File: src/design/hkst_pkg.sv
// ----------------------------------------------------------------------------
// Hashed key sorted table package
// Shared types, codes and constants for the hashed key sorted table unit.
// ----------------------------------------------------------------------------
package hkst_pkg;

   // Defaults for the top-level parameters.
   localparam int DefMaxEntries  = 256;
   localparam int DefMaxKeyBytes = 128;
   localparam int DefHandleBits  = 16;

   // FNV-1a 64-bit constants.
   localparam logic [63:0] FNV_BASIS = 64'd14695981039346656037;
   localparam logic [63:0] FNV_PRIME = 64'd1099511628211;

   // Request command codes.
   localparam logic [1:0] CMD_CLEAR  = 2'd0;
   localparam logic [1:0] CMD_INSERT = 2'd1;
   localparam logic [1:0] CMD_LOOKUP = 2'd2;
   localparam logic [1:0] CMD_NONE   = 2'd3;

   // Response status codes.
   localparam logic [2:0] ST_CLEARED  = 3'd0;
   localparam logic [2:0] ST_INSERTED = 3'd1;
   localparam logic [2:0] ST_DUP      = 3'd2;
   localparam logic [2:0] ST_FULL     = 3'd3;
   localparam logic [2:0] ST_TOO_LONG = 3'd4;
   localparam logic [2:0] ST_EMPTY    = 3'd5;
   localparam logic [2:0] ST_HIT      = 3'd6;
   localparam logic [2:0] ST_MISS     = 3'd7;

   typedef enum logic [1:0] {
      KIND_CLEAR,
      KIND_INSERT,
      KIND_LOOKUP
   } kind_type;

   // A completed key handed from the front part to the back part.
   typedef struct packed {
      kind_type    kind;
      logic [63:0] hash;
      logic        empty_key;
      logic        too_long;
      logic [15:0] handle;
   } job_type;

   // One response transaction.
   typedef struct packed {
      logic [2:0]  status;
      logic [8:0]  position;
      logic [15:0] found_handle;
      logic [63:0] hash;
      logic [8:0]  entry_count;
   } rsp_type;

   // FNV prime multiply: the prime is 2^40 + 0x1B3, so it is a sum of shifts.
   function automatic logic [63:0] fnv_mul(input logic [63:0] h);
      fnv_mul = h + (h << 1) + (h << 4) + (h << 5) + (h << 7) + (h << 8) + (h << 40);
   endfunction

endpackage

File: src/design/hkst_front.sv
// ----------------------------------------------------------------------------
// Hashed key sorted table front part
// Accepts key bytes, folds them into the FNV-1a hash and emits completed keys.
// ----------------------------------------------------------------------------
module hkst_front
   import hkst_pkg::*;
#(
   parameter int MAX_KEY_BYTES = DefMaxKeyBytes,
   parameter int HANDLE_BITS   = DefHandleBits
) (
   input  logic        clock,
   input  logic        reset,
   input  logic        req_push,
   output logic        req_full,
   input  logic [1:0]  req_command,
   input  logic [7:0]  req_key_byte,
   input  logic        req_byte_valid,
   input  logic        req_last_byte,
   input  logic [15:0] req_value_handle,
   output logic        job_push,
   output job_type     job_data,
   input  logic        job_full
);

   localparam logic [31:0] HandleMask = 32'((64'd1 << HANDLE_BITS) - 64'd1);
   localparam logic [7:0]  KeyLimit   = 8'(MAX_KEY_BYTES);

   logic [63:0] hash_ff, hash_in;
   logic [7:0]  bcnt_ff, bcnt_in;
   logic        long_ff, long_in;
   logic        accept;
   logic [63:0] hash_next;
   logic [7:0]  bcnt_next;
   logic        long_next;

   assign req_full = job_full;
   assign accept   = req_push && !job_full;

   // Fold the byte into the key state and build the job on the last byte or on a clear.
   always_comb begin
      hash_next = hash_ff;
      bcnt_next = bcnt_ff;
      long_next = long_ff;
      if (req_byte_valid) begin
         hash_next = fnv_mul(hash_ff ^ {56'd0, req_key_byte});
         if (bcnt_ff >= KeyLimit) begin
            long_next = 1'b1;
         end
         if (bcnt_ff != 8'hFF) begin
            bcnt_next = bcnt_ff + 8'd1;
         end
      end

      hash_in  = hash_ff;
      bcnt_in  = bcnt_ff;
      long_in  = long_ff;
      job_push = 1'b0;
      job_data.kind      = KIND_CLEAR;
      job_data.hash      = hash_next;
      job_data.empty_key = (bcnt_next == 8'd0);
      job_data.too_long  = long_next;
      job_data.handle    = req_value_handle & HandleMask[15:0];

      if (accept) begin
         case (req_command)
            CMD_CLEAR: begin
               job_push = 1'b1;
               hash_in  = FNV_BASIS;
               bcnt_in  = 8'd0;
               long_in  = 1'b0;
            end
            CMD_INSERT, CMD_LOOKUP: begin
               job_data.kind = (req_command == CMD_INSERT) ? KIND_INSERT : KIND_LOOKUP;
               if (req_last_byte) begin
                  job_push = 1'b1;
                  hash_in  = FNV_BASIS;
                  bcnt_in  = 8'd0;
                  long_in  = 1'b0;
               end else begin
                  hash_in = hash_next;
                  bcnt_in = bcnt_next;
                  long_in = long_next;
               end
            end
            default: begin
               // The unused command leaves everything alone.
            end
         endcase
      end
   end

   always_ff @(posedge clock) begin
      if (reset) begin
         hash_ff <= FNV_BASIS;
         bcnt_ff <= 8'd0;
         long_ff <= 1'b0;
      end else begin
         hash_ff <= hash_in;
         bcnt_ff <= bcnt_in;
         long_ff <= long_in;
      end
   end

endmodule

File: config.mk
export PLATFORM = sky130hd
export DESIGN_NAME = hkst_front
export DESIGN_NICKNAME = d
export VERILOG_FILES = /design/src/design/hkst_pkg.sv /design/src/design/hkst_front.sv
export SDC_FILE = /design/constraint.sdc
export NUM_CORES = 1
export LEC_CHECK = 0
export BUFFER_PORTS_ARGS = -buffer_cell sky130_fd_sc_hd__buf_4
export CAP_MARGIN = 20
export CORE_ASPECT_RATIO = 1.2
export CORE_MARGIN = 4
export CORE_UTILIZATION = 40
export DETAILED_ROUTE_END_ITERATION = 12
export HOLD_SLACK_MARGIN = 0.02
export REMOVE_ABC_BUFFERS = 1
export SYNTH_ARGS = -nofsm -noshare
export SYNTH_HDL_FRONTEND = slang
export SYNTH_SLANG_ARGS = --single-unit
File: constraint.sdc
create_clock -name clock -period 6.25 [get_ports clock]
set_clock_uncertainty 0.15 [all_clocks]
set_input_delay 0.9375 -clock clock [delete_from_list [all_inputs] [get_ports clock]]
set_output_delay 0.9375 -clock clock [all_outputs]
set_load 0.1 [all_outputs]
==> run metrics <==
Die ar.=0.0392 mm2; Yosys top cell area share=33.9%; critical path cell sequence=buf_8 -> xnor2_4 -> buf_6 -> fa_1 -> inv_2 -> fa_1 -> fa_1 -> ha_4 -> ha_4 -> o211ai_1 -> nor2_2 -> a31oi_2 -> o21ai_2 -> a221oi_4 -> o211ai_1 -> a311oi_1 -> buf_4 -> o31ai_4 -> xnor2_2 -> mux2_4 -> buf_12; # setup viols final=40; total track usage=between 20% and 30%; status=finished with violations; First DRT Iteration DRCs=714; ys flop type=dfxtp_1; row count=76; clock root buffer=clkbuf_16; Worst EP required=5.16 ns; largest net degree at the start of global routing=69; Final min period=6.90 ns; sequential area share after synthesis=approximately 10%; hold depth=2; Worst Hold Class=flop to flop; Crit-path slowest cell=fa_1; Arrival @ worst endpoint=a little under 6 ns; WL per Instance=18.6 um; die width=181 um; Synth top cells by count=inv_1, fa_1, ha_1; initial antenna violation count=0; Crit. End Element=output pin; Hold-fix buffers, CTS=0; crit start category=input port; Num CTS Buffers=9; CTS sink cnt=73; starting density of the core=40.4%; vias in the first global route=14300; DPL Wire Length=38700 um; Syn Area/Cell=roughly 8.5 um2; max cap viols=0; post-route core utilization=a little under three fifths; crit path kind=input port to output pin; Yosys cell types=74; fin. max-slew vios=0; Critical path origin=req_key_byte[2]; count leader, synth=inv_1; most used cell along the critical path=fa_1; Synth-to-Final Area Change=40.3%; area of the core=0.0358 mm2; Worst Hold Launch=long_ff; Post-Syn Area=0.0144 mm2; clock-pin slew on the worst setup and hold paths=0.07 ns; count of final hold-check violations=0; worst slew pin tran=about 0.88 ns; first-pass iteration count of the detailed router=6; vias=13200; gpl congestion=0.922; RSZ-0062 raised after global routing=yes; GR Overflow Total=0; final period utilization=110%; global-route wire length before repair=about 77000 um; layout cell share with drive strength beyond 1=between 30% and 40%; reg2reg start=hash_ff[8]; Max-slew headroom=41.2%; Port Buffers=85; CTS tree=done; FF-to-FF path depth=21; DRC=0; fin area=0.0203 mm2; chip height=216 um; Mapped Cells=1707; CTS H-tree lvls=3; Yosys Warn Count=0; area leader, netlist=fa_1; max incr delay on CP=0.54 ns; sequential cell area=0.00147 mm2; vias per inst=around 5; top cells by area, synth=fa_1, inv_1, dfxtp_1; Ports=between 100 and 150; Sum Neg Setup Slack=-15.84 ns; antenna cells=0; clock buffer depth=2; worst skew pair latency=0.39 ns; fin nets=2504; number of synthesized register bits=73; setup ws final=-0.649 ns; DRT Wirelength=48100 um; critical path peak fanout=3; DP Area=0.0180 mm2; fmax=0.145 GHz; Post-DRT Antenna Nets=0; failing checks=setup timing; EDFF count, synth=0; FFs w/ async S/R, synth=0%; fill count=3187; Multi-input gate area=0.0122 mm2
cell families (layout without fill, tap and decap cells):
| logic type | after synthesis | after routing | synth area share (%) |
|---|---|---|---|
| AOI/OAI and AO/OA | 355 | 355 | 15.8 |
| muxes | 23 | 23 | 1.71 |
| DFF | 73 | 73 | 10.1 |
| buffers and inverters | 489 | 898 | 13.3 |
| adders and majority gates | 361 | 361 | 44.0 |
| and+or+nand+nor | 327 | 327 | 10.3 |
| xor gates and xnor gates | 79 | 79 | 4.79 |
through the flow:
stage	worst slack (ns)	hold WS, ns	instances
floorplan	-1.70	0.276	1637
global placement	-0.924	0.289	2520
detailed placement	-0.949	0.298	2521
CTS	-0.551	0.308	2567
global route	-0.826	0.332	2584
finish	-0.649	0.307	2584
critical path: cells and delay by family:
| family | cells | cell delay (ns) |
|---|---|---|
| fa+ha+maj | 5 | 2.03 |
| compound gates | 7 | 1.52 |
| simple gates | 1 | 0.10 |
| buf+inv | 5 | 0.64 |
| mux | 1 | 0.28 |
| xor+xnor | 2 | 0.30 |
path summary, 6_finish.rpt:
check,slack [ns],endpoint
min reg2reg,0.31,long_ff
max reg2reg,0.81,hash_ff[32]
max,-0.65,job_data[78]
min,0.31,long_ff
layout make-up:
type / count / area share [%]
Multi-Input combinational cell: 1145 / 60.3
Inverter: 419 / 7.82
Tap cell: 468 / 2.89
Timing Repair Buffer: 463 / 20.1
Sequential cell: 73 / 7.23
Clock buffer: 9 / 1.11
Clock inverter: 7 / 0.500
per-layer routing:
metal | global-route usage (%) | share of wire, %
met1 | 29.8 | 39
met2 | 44.4 | 52
met3 | 4.16 | 4.6
met4 | 10.5 | 4.5
met5 | 0 | 0
registers in the layout (all words and copies together) (netlist names):
name / count
hash_ff: 64
bcnt_ff: 8
long_ff: 1
cell usage in the layout, fill, tap and decap left out, types with 7 or more instances in the layout:
cell       instances
nor2_1            99
fa_1             241
mux2_2            13
xor2_1            11
o21ai_1           12
a21oi_2           21
dfxtp_1           69
buf_6             47
nand2b_1          21
o21ai_0           67
a21o_1            23
nor3_1            14
buf_4            377
clkbuf_16          9
o21bai_1          16
o21ai_2           10
xnor2_2           19
o22ai_1           11
buf_8             10
o211ai_1           7
nand4_1           17
nand2_1           99
nand3_1           24
a21oi_1           86
a22oi_1           27
inv_2             17
ha_4              28
inv_1            397
buf_12            28
nand2_2            7
xnor2_1           38
ha_1              86
what timing repair did:
item | in CTS | in global routing
pin swaps | 62 | 29
endpoints found under the setup margin | 48 | 47
gates cloned | 0 | 0
buffers inserted | 31 | 19
gates resized for setup | 237 | 88
Power is not shown: default switching activity piles up to over one toggle a cycle in this logic, so the estimate is an artifact.
