`src/design/hkst_fifo.sv`:
```
// ----------------------------------------------------------------------------
// Hashed key sorted table two-entry queue
// A small queue that decouples a producer from a consumer.
// ----------------------------------------------------------------------------
module hkst_fifo #(
   parameter type item_type = logic
) (
   input  logic     clock,
   input  logic     reset,
   input  logic     push,
   input  item_type push_data,
   output logic     full,
   input  logic     pop,
   output item_type pop_data,
   output logic     empty
);

   item_type   slot_ff [2];
   logic       wr_ptr_ff, wr_ptr_in;
   logic       rd_ptr_ff, rd_ptr_in;
   logic [1:0] count_ff, count_in;
   logic       do_push, do_pop;

   assign full     = (count_ff == 2'd2);
   assign empty    = (count_ff == 2'd0);
   assign do_push  = push && !full;
   assign do_pop   = pop && !empty;
   assign pop_data = slot_ff[rd_ptr_ff];

   // Pointer and fill count updates.
   always_comb begin
      wr_ptr_in = do_push ? ~wr_ptr_ff : wr_ptr_ff;
      rd_ptr_in = do_pop ? ~rd_ptr_ff : rd_ptr_ff;
      count_in  = count_ff;
      if (do_push && !do_pop) begin
         count_in = count_ff + 2'd1;
      end else if (do_pop && !do_push) begin
         count_in = count_ff - 2'd1;
      end
   end

   always_ff @(posedge clock) begin
      if (reset) begin
         wr_ptr_ff <= 1'b0;
         rd_ptr_ff <= 1'b0;
         count_ff  <= 2'd0;
      end else begin
         wr_ptr_ff <= wr_ptr_in;
         rd_ptr_ff <= rd_ptr_in;
         count_ff  <= count_in;
      end
   end

   // Storage needs no reset.
   always_ff @(posedge clock) begin
      if (do_push) begin
         slot_ff[wr_ptr_ff] <= push_data;
      end
   end

endmodule

```
`config.mk`:
```
export PLATFORM = sky130hd
export DESIGN_NAME = hkst_fifo
export DESIGN_NICKNAME = d
export VERILOG_FILES = /design/src/design/hkst_fifo.sv
export SDC_FILE = /design/constraint.sdc
export NUM_CORES = 1
export LEC_CHECK = 0
export BUFFER_PORTS_ARGS = -buffer_cell sky130_fd_sc_hd__buf_4
export CORE_AREA = 4 4 41 43
export CTS_CLUSTER_DIAMETER = 120
export DETAILED_ROUTE_END_ITERATION = 10
export DIE_AREA = 0 0 45 47
export HOLD_SLACK_MARGIN = 0.06
export PLACE_DENSITY = 0.49
export SYNTH_ARGS = -nofsm -noshare
export SYNTH_HDL_FRONTEND = slang
export SYNTH_SLANG_ARGS = --single-unit
```
`constraint.sdc`:
```
create_clock -name clock -period 1.64 [get_ports clock]
set_clock_uncertainty 0.05 [all_clocks]
set_input_delay 0.082 -clock clock [delete_from_list [all_inputs] [get_ports clock]]
set_output_delay 0.082 -clock clock [all_outputs]
set_load 0.01 [all_outputs]
```
==> results of run 1 <==
[path summary, 6_finish.rpt]
path,end,startpoint,depth (start not counted)
worst max-delay path,count_ff[1]$_SDFFE_PP0P_,count_ff[1]$_SDFFE_PP0P_,5
worst min register to register,wr_ptr_ff$_SDFFE_PP0P_,wr_ptr_ff$_SDFFE_PP0P_,2
worst min-delay path,wr_ptr_ff$_SDFFE_PP0P_,push,4
worst max register to register,count_ff[1]$_SDFFE_PP0P_,count_ff[1]$_SDFFE_PP0P_,5
[final cells by class]
type,instances,area [µm²],share of cell area [%]
Sequential cell,7,163,38.6
Tap cell,15,18.8,4.45
Timing Repair Buffer,10,80.1,19.0
Multi-Input combinational cell,19,126,30.0
Clock buffer,4,26.3,6.23
Inverter,2,7.51,1.78
[tightest hold or removal path, delay by kind of cell]
kind                   cells  cell delay (ps)
buffers and inverters      2              110
AO/OA/AOI/OAI              2              230
[where the power goes]
| group | total [W] | switching (W) | internal (W) |
|---|---|---|---|
| combinational | 0.000276 | 0.000124 | 0.000152 |
| clock | 0.000157 | 0.0000641 | 0.0000929 |
| sequential | 0.000279 | 0.0000418 | 0.000237 |
[cell usage after synthesis]
| cell type | number | area, µm² |
|---|---|---|
| or3_1 | 2 | 12.5 |
| xor2_1 | 3 | 26.3 |
| mux2_2 | 1 | 11.3 |
| dfxtp_1 | 5 | 100 |
| a21oi_1 | 2 | 10.0 |
| edfxtp_1 | 2 | 60.1 |
| inv_1 | 2 | 7.51 |
| ha_1 | 1 | 12.5 |
| nor2_1 | 5 | 18.8 |
| nor2b_2 | 1 | 8.76 |
| o21ai_0 | 3 | 15.0 |
| and2_1 | 1 | 6.26 |
[kinds of logic (layout without fill, tap and decap cells)]
group	after synthesis	count (layout)	share of synthesized area [%]
adder cells (fa/ha/maj)	1	1	4.33
XOR/XNOR	3	3	9.09
AO/OA/AOI/OAI	5	5	8.66
multiplexers	1	1	3.90
AND/OR/NAND/NOR	9	9	16.0
flip-flops	7	7	55.4
buffers and inverters	2	16	2.60
[through the flow]
step | util (%) | total power [W]
after floorplan | - | 0.000433
after global placement | 28.3 | 0.000523
after detailed placement | 28.3 | 0.000537
after CTS | 31.8 | 0.000709
after global routing | 32.4 | 0.000772
final | 32.4 | 0.000712
[what timing repair did]
item | in CTS | in global routing
endpoints found under the setup margin | 0 | 1
hold buffers | 2 | 0
buffers inserted | 0 | 0
hold endpoints to repair | 7 | 0
gates resized for setup | 0 | 4
[layer usage]
metal | GRT usage, % | part of all wire, % | up-vias
li1 | - | - | 122
met1 | 7.36 | 46 | 97
met2 | 8.47 | 48 | 6
met3 | 4.60 | 6.0 | 0
met4 | 7.02 | 0 | 0
met5 | 0 | 0 | -
==> flow_summary.rst, run 1 <==
.. list-table::
   :header-rows: 1

   * - Metric
     - Value
   * - CTS tree
     - done
   * - Number of rows in the core area
     - 13
   * - Synthesized area
     - 289 µm²
   * - Critical Path Slowest Stage Cell
     - or3_1
   * - H-Tree Level Count
     - 1
   * - Post-Synthesis Mean Instance Area
     - 10.3 µm²
   * - Clock Sink Count
     - 7
   * - Root buf cell
     - clkbuf_4
   * - Post-route design area
     - 422 µm²
   * - Clock period minus final worst setup slack
     - 1530 ps
   * - Setup TNS Final
     - 0 ps
   * - Crit start category
     - flip-flop
   * - Reg-to-reg setup timing slack
     - 110 ps
   * - Critical path class
     - reg -> reg
   * - Wire length of the first global-routing pass
     - 917 µm
   * - Flip-flop and latch count after synthesis
     - 7
   * - Buffers and inverters on the worst path
     - 0
   * - Total number of vias
     - 225
   * - Setup repair after global routing missed its margin
     - no
   * - Leading cell type in the layout, fill and taps excluded
     - buf_4
   * - Share of the yosys chip area belonging to registers
     - 55.4%
   * - Die width
     - 45 µm
   * - Number of unique standard cell types used by synthesis
     - 12
   * - Routed wire length
     - 546 µm
   * - Count of unresolved DRC violations after routing
     - 0
   * - Net Count, Synth
     - 34
   * - Number of maximum-capacitance violations
     - 0
   * - Number of failing setup endpoints in the final timing report
     - 0
   * - Share of the clock period used by the worst path
     - 93.3%
   * - Setup slack after layout
     - 111 ps
   * - Number of top-level pins
     - 8
   * - Clk Latency, worst-skew pair
     - 250 ps
   * - Number of standard cells after synthesis
     - 28
   * - Average wire per standard cell
     - 9.58 µm
   * - Max-slew headroom at the worst pin
     - 87.1%
   * - Num CTS Buffers
     - 3
   * - Dpl cell area
     - 368 µm²
   * - Number of design-rule violations left by the first detailed-router iteration
     - 3
   * - Worst path top cell family by delay
     - simple AND/OR/NAND/NOR gates
   * - Tightest Pin Transition
     - 191 ps
   * - Vias per cell
     - 3.95
   * - Standby leakage power
     - 0.187 nW
   * - Pin count of the biggest net entering global routing
     - 6
   * - Highest fanout seen on the critical path
     - 5
   * - Std-Cell Core Area
     - 1300 µm²
   * - Fmax
     - 654 MHz
   * - Y dimension of the die
     - 47 µm
   * - Slowest stage delay, CP
     - 360 ps
   * - Worst-path cell chain
     - nor2b_4 > nor2_1 > ha_1 > or3_1 > a21oi_1
   * - First-pass DRT Iterations
     - 2
   * - Min-Delay Path Class
     - in -> reg
   * - Routability-driven placement congestion ratio
     - 0.598
   * - Number of global-route vias before repair
     - 225
   * - Arrival time of data at the critical path endpoint
     - 1650 ps
   * - Buffer levels on the longest clock path
     - 2
   * - Final Non-Filler Cells
     - 57
   * - Fillers
     - 146
   * - Critical Path RT
     - 1760 ps
   * - Layout cells sized above 1
     - 35.7%
   * - Clock Pin Slew Worst Setup and Hold Paths
     - 50 ps
   * - Antenna diodes
     - 0
   * - GRT Resource Usage Total
     - 6.82%
   * - Final net count
     - 49
   * - Status
     - finished clean
   * - Number of max-slew violations in the final report
     - 0
   * - Leading cell types in the layout, fill and taps excluded
     - buf_4 (8), nor2_1 (5), xor2_1 (3), dfxtp_1 (3), clkbuf_4 (3)
   * - WHS
     - 177 ps
   * - Number of warnings issued by yosys
     - 0
   * - Final count of hold timing violations
     - 0
   * - Placement-stage worst setup slack
     - 57.3 ps
   * - Largest voltage drop on the vdd net
     - 0.603 mV
   * - Full die area
     - 2120 µm²
   * - Post-synthesis to final-layout area growth
     - 45.9%
   * - Buffers added on ports
     - 7
   * - Post-Place Cells
     - 51
   * - Number of antenna violations at the first check in global routing
     - 0
   * - Post-detailed-route count of antenna-violating nets
     - 0
   * - Effective utilization at floorplan
     - 22.2%
   * - Pwr per Cell Area
     - 1690 nW/µm²
   * - Endpoint type of the worst setup path
     - flip-flop
   * - Final global-route overflow total
     - 0
Note: power is estimated with default switching activity, not from simulation.
==> run 2, diff against run 1 <==
--- a/config.mk
+++ b/config.mk
@@ -12,6 +12,7 @@
 export DIE_AREA = 0 0 45 47
 export HOLD_SLACK_MARGIN = 0.06
 export PLACE_DENSITY = 0.49
+export RECOVER_POWER = 25
 export SYNTH_ARGS = -nofsm -noshare
 export SYNTH_HDL_FRONTEND = slang
 export SYNTH_SLANG_ARGS = --single-unit
==> constraint.sdc (replaced) <==
create_clock -name clock -period 1.7 [get_ports clock]
set_clock_uncertainty 0.05 [all_clocks]
set_input_delay 0.085 -clock clock [delete_from_list [all_inputs] [get_ports clock]]
set_output_delay 0.085 -clock clock [all_outputs]
set_load 0.01 [all_outputs]
==> run 2 against run 1 <==
  * Die area did not move
  * Global-route usage down 0.16 points
  * Critical path depth stayed put
  * Combinational power decreased by 7.2%
  * Critical path type unchanged
  * Critical endpoint unchanged
  * Highest routed layer unchanged
==> flow_summary.rst, run 2 (synthesis gave the netlist of run 1 again) <==
.. list-table::
   :header-rows: 1

   * - Metric
     - Value
   * - Y dimension of the die
     - 47 µm
   * - CTS tree
     - done
   * - Std-Cell Core Area
     - 1300 µm²
   * - Antenna diodes
     - 0
   * - Vias per cell
     - 3.98
   * - Num CTS Buffers
     - 3
   * - Final global-route overflow total
     - 0
   * - Buffer levels on the longest clock path
     - 2
   * - Highest fanout seen on the critical path
     - 5
   * - Final net count
     - 48
   * - Status
     - finished clean
   * - Final count of hold timing violations
     - 0
   * - Number of global-route vias before repair
     - 233
   * - Post-Place Cells
     - 50
   * - Post-synthesis to final-layout area growth
     - 43.3%
   * - Clock period minus final worst setup slack
     - 1560 ps
   * - Critical path class
     - reg -> reg
   * - Share of the clock period used by the worst path
     - 91.7%
   * - Number of top-level pins
     - 8
   * - Number of antenna violations at the first check in global routing
     - 0
   * - First-pass DRT Iterations
     - 1
   * - Endpoint type of the worst setup path
     - flip-flop
   * - Number of maximum-capacitance violations
     - 0
   * - Pin count of the biggest net entering global routing
     - 6
   * - Full die area
     - 2120 µm²
   * - Tightest Pin Transition
     - 206 ps
   * - Post-detailed-route count of antenna-violating nets
     - 0
   * - Number of max-slew violations in the final report
     - 0
   * - Pwr per Cell Area
     - 1630 nW/µm²
   * - Setup repair after global routing missed its margin
     - no
   * - Number of design-rule violations left by the first detailed-router iteration
     - 0
   * - Root buf cell
     - clkbuf_4
   * - Standby leakage power
     - 0.182 nW
   * - Critical Path RT
     - 1820 ps
   * - Post-CTS Repair Setup Buffers
     - 0
   * - Routed wire length
     - 566 µm
   * - Layout cells sized above 1
     - 34.1%
   * - Average wire per standard cell
     - 10.1 µm
   * - Number of rows in the core area
     - 13
   * - Leading cell types in the layout, fill and taps excluded
     - buf_4 (6), nor2_1 (5), clkbuf_4 (4)
   * - Effective utilization at floorplan
     - 22.2%
   * - Fmax
     - 641 MHz
   * - Clock Sink Count
     - 7
   * - Final Non-Filler Cells
     - 56
   * - HPWL after detailed placement
     - 463 µm
   * - Crit start category
     - flip-flop
   * - Arrival time of data at the critical path endpoint
     - 1680 ps
   * - Leading cell type in the layout, fill and taps excluded
     - buf_4
   * - Count of unresolved DRC violations after routing
     - 0
   * - Total number of vias
     - 223
   * - Max-slew headroom at the worst pin
     - 86.2%
   * - Buffers added on ports
     - 7
   * - H-Tree Level Count
     - 1
   * - Number of failing setup endpoints in the final timing report
     - 0
   * - Routability-driven placement congestion ratio
     - 0.611
   * - Setup TNS Final
     - 0 ps
   * - Clock Pin Slew Worst Setup and Hold Paths
     - 50 ps
   * - Largest voltage drop on the vdd net
     - 0.584 mV
   * - Die width
     - 45 µm
   * - Min-Delay Path Class
     - in -> reg
   * - Wire length of the first global-routing pass
     - 917 µm
   * - Clk Latency, worst-skew pair
     - 250 ps
   * - GRT Resource Usage Total
     - 6.66%
-- run 2: cell type report --
class / count / area, µm²
Fill cell: 154 / 887
Sequential cell: 7 / 163
Multi-Input combinational cell: 19 / 126
Timing Repair Buffer: 9 / 72.6
Clock buffer: 4 / 26.3
Tap cell: 15 / 18.8
Inverter: 2 / 7.51
-- run 2: timing repair --
action,in CTS,in global routing
resized for setup,0,4
setup endpoints to repair,0,1
hold endpoints to repair,7,0
hold buffers,2,0
-- run 2: final timing paths --
| path | startpoint | end | slack (ps) | cells after the start |
|---|---|---|---|---|
| max | count_ff[1]$_SDFFE_PP0P_ | count_ff[1]$_SDFFE_PP0P_ | 140 | 5 |
| min | push | wr_ptr_ff$_SDFFE_PP0P_ | 170 | 4 |
| max reg2reg | count_ff[1]$_SDFFE_PP0P_ | count_ff[1]$_SDFFE_PP0P_ | 140 | 5 |
| min reg2reg | wr_ptr_ff$_SDFFE_PP0P_ | wr_ptr_ff$_SDFFE_PP0P_ | 430 | 2 |
-- run 2: power by group --
| part | internal [W] | switching, W |
|---|---|---|
| combinational | 0.000137 | 0.000119 |
| clock | 0.0000894 | 0.0000590 |
| sequential | 0.000228 | 0.0000414 |
| total | 0.000455 | 0.000219 |
-- run 2: metal layers --
| layer | wire (µm) | track usage, % | up-vias | part of all wire [%] |
|---|---|---|---|---|
| li1 | - | - | 119 | - |
| met1 | 221 | 6.19 | 98 | 39 |
| met2 | 307 | 11.0 | 6 | 54 |
| met3 | 36 | 2.30 | 0 | 6.4 |
| met4 | 0 | 7.02 | 0 | 0 |
| met5 | 0 | 0 | - | 0 |
-- run 2: worst max-delay path: stages (launching register included) --
cell	delay (ps)
dfxtp_2	350
nor2b_4	170
nor2_1	70
ha_1	330
or3_1	360
a21oi_1	160
-- run 2: metrics by stage --
step	cell area [µm²]	hold slack (ps)	setup WS (ps)	total power, W	util [%]
3_3_place_gp	360	224	149	0.000494	27.7
6_report	414	165	141	0.000675	31.8
2_1_floorplan	289	104	162	0.000417	-
3_5_place_dp	360	233	50.9	0.000516	27.7
5_1_grt	414	228	39.5	0.000728	31.8
4_1_cts	407	161	40.5	0.000677	31.3
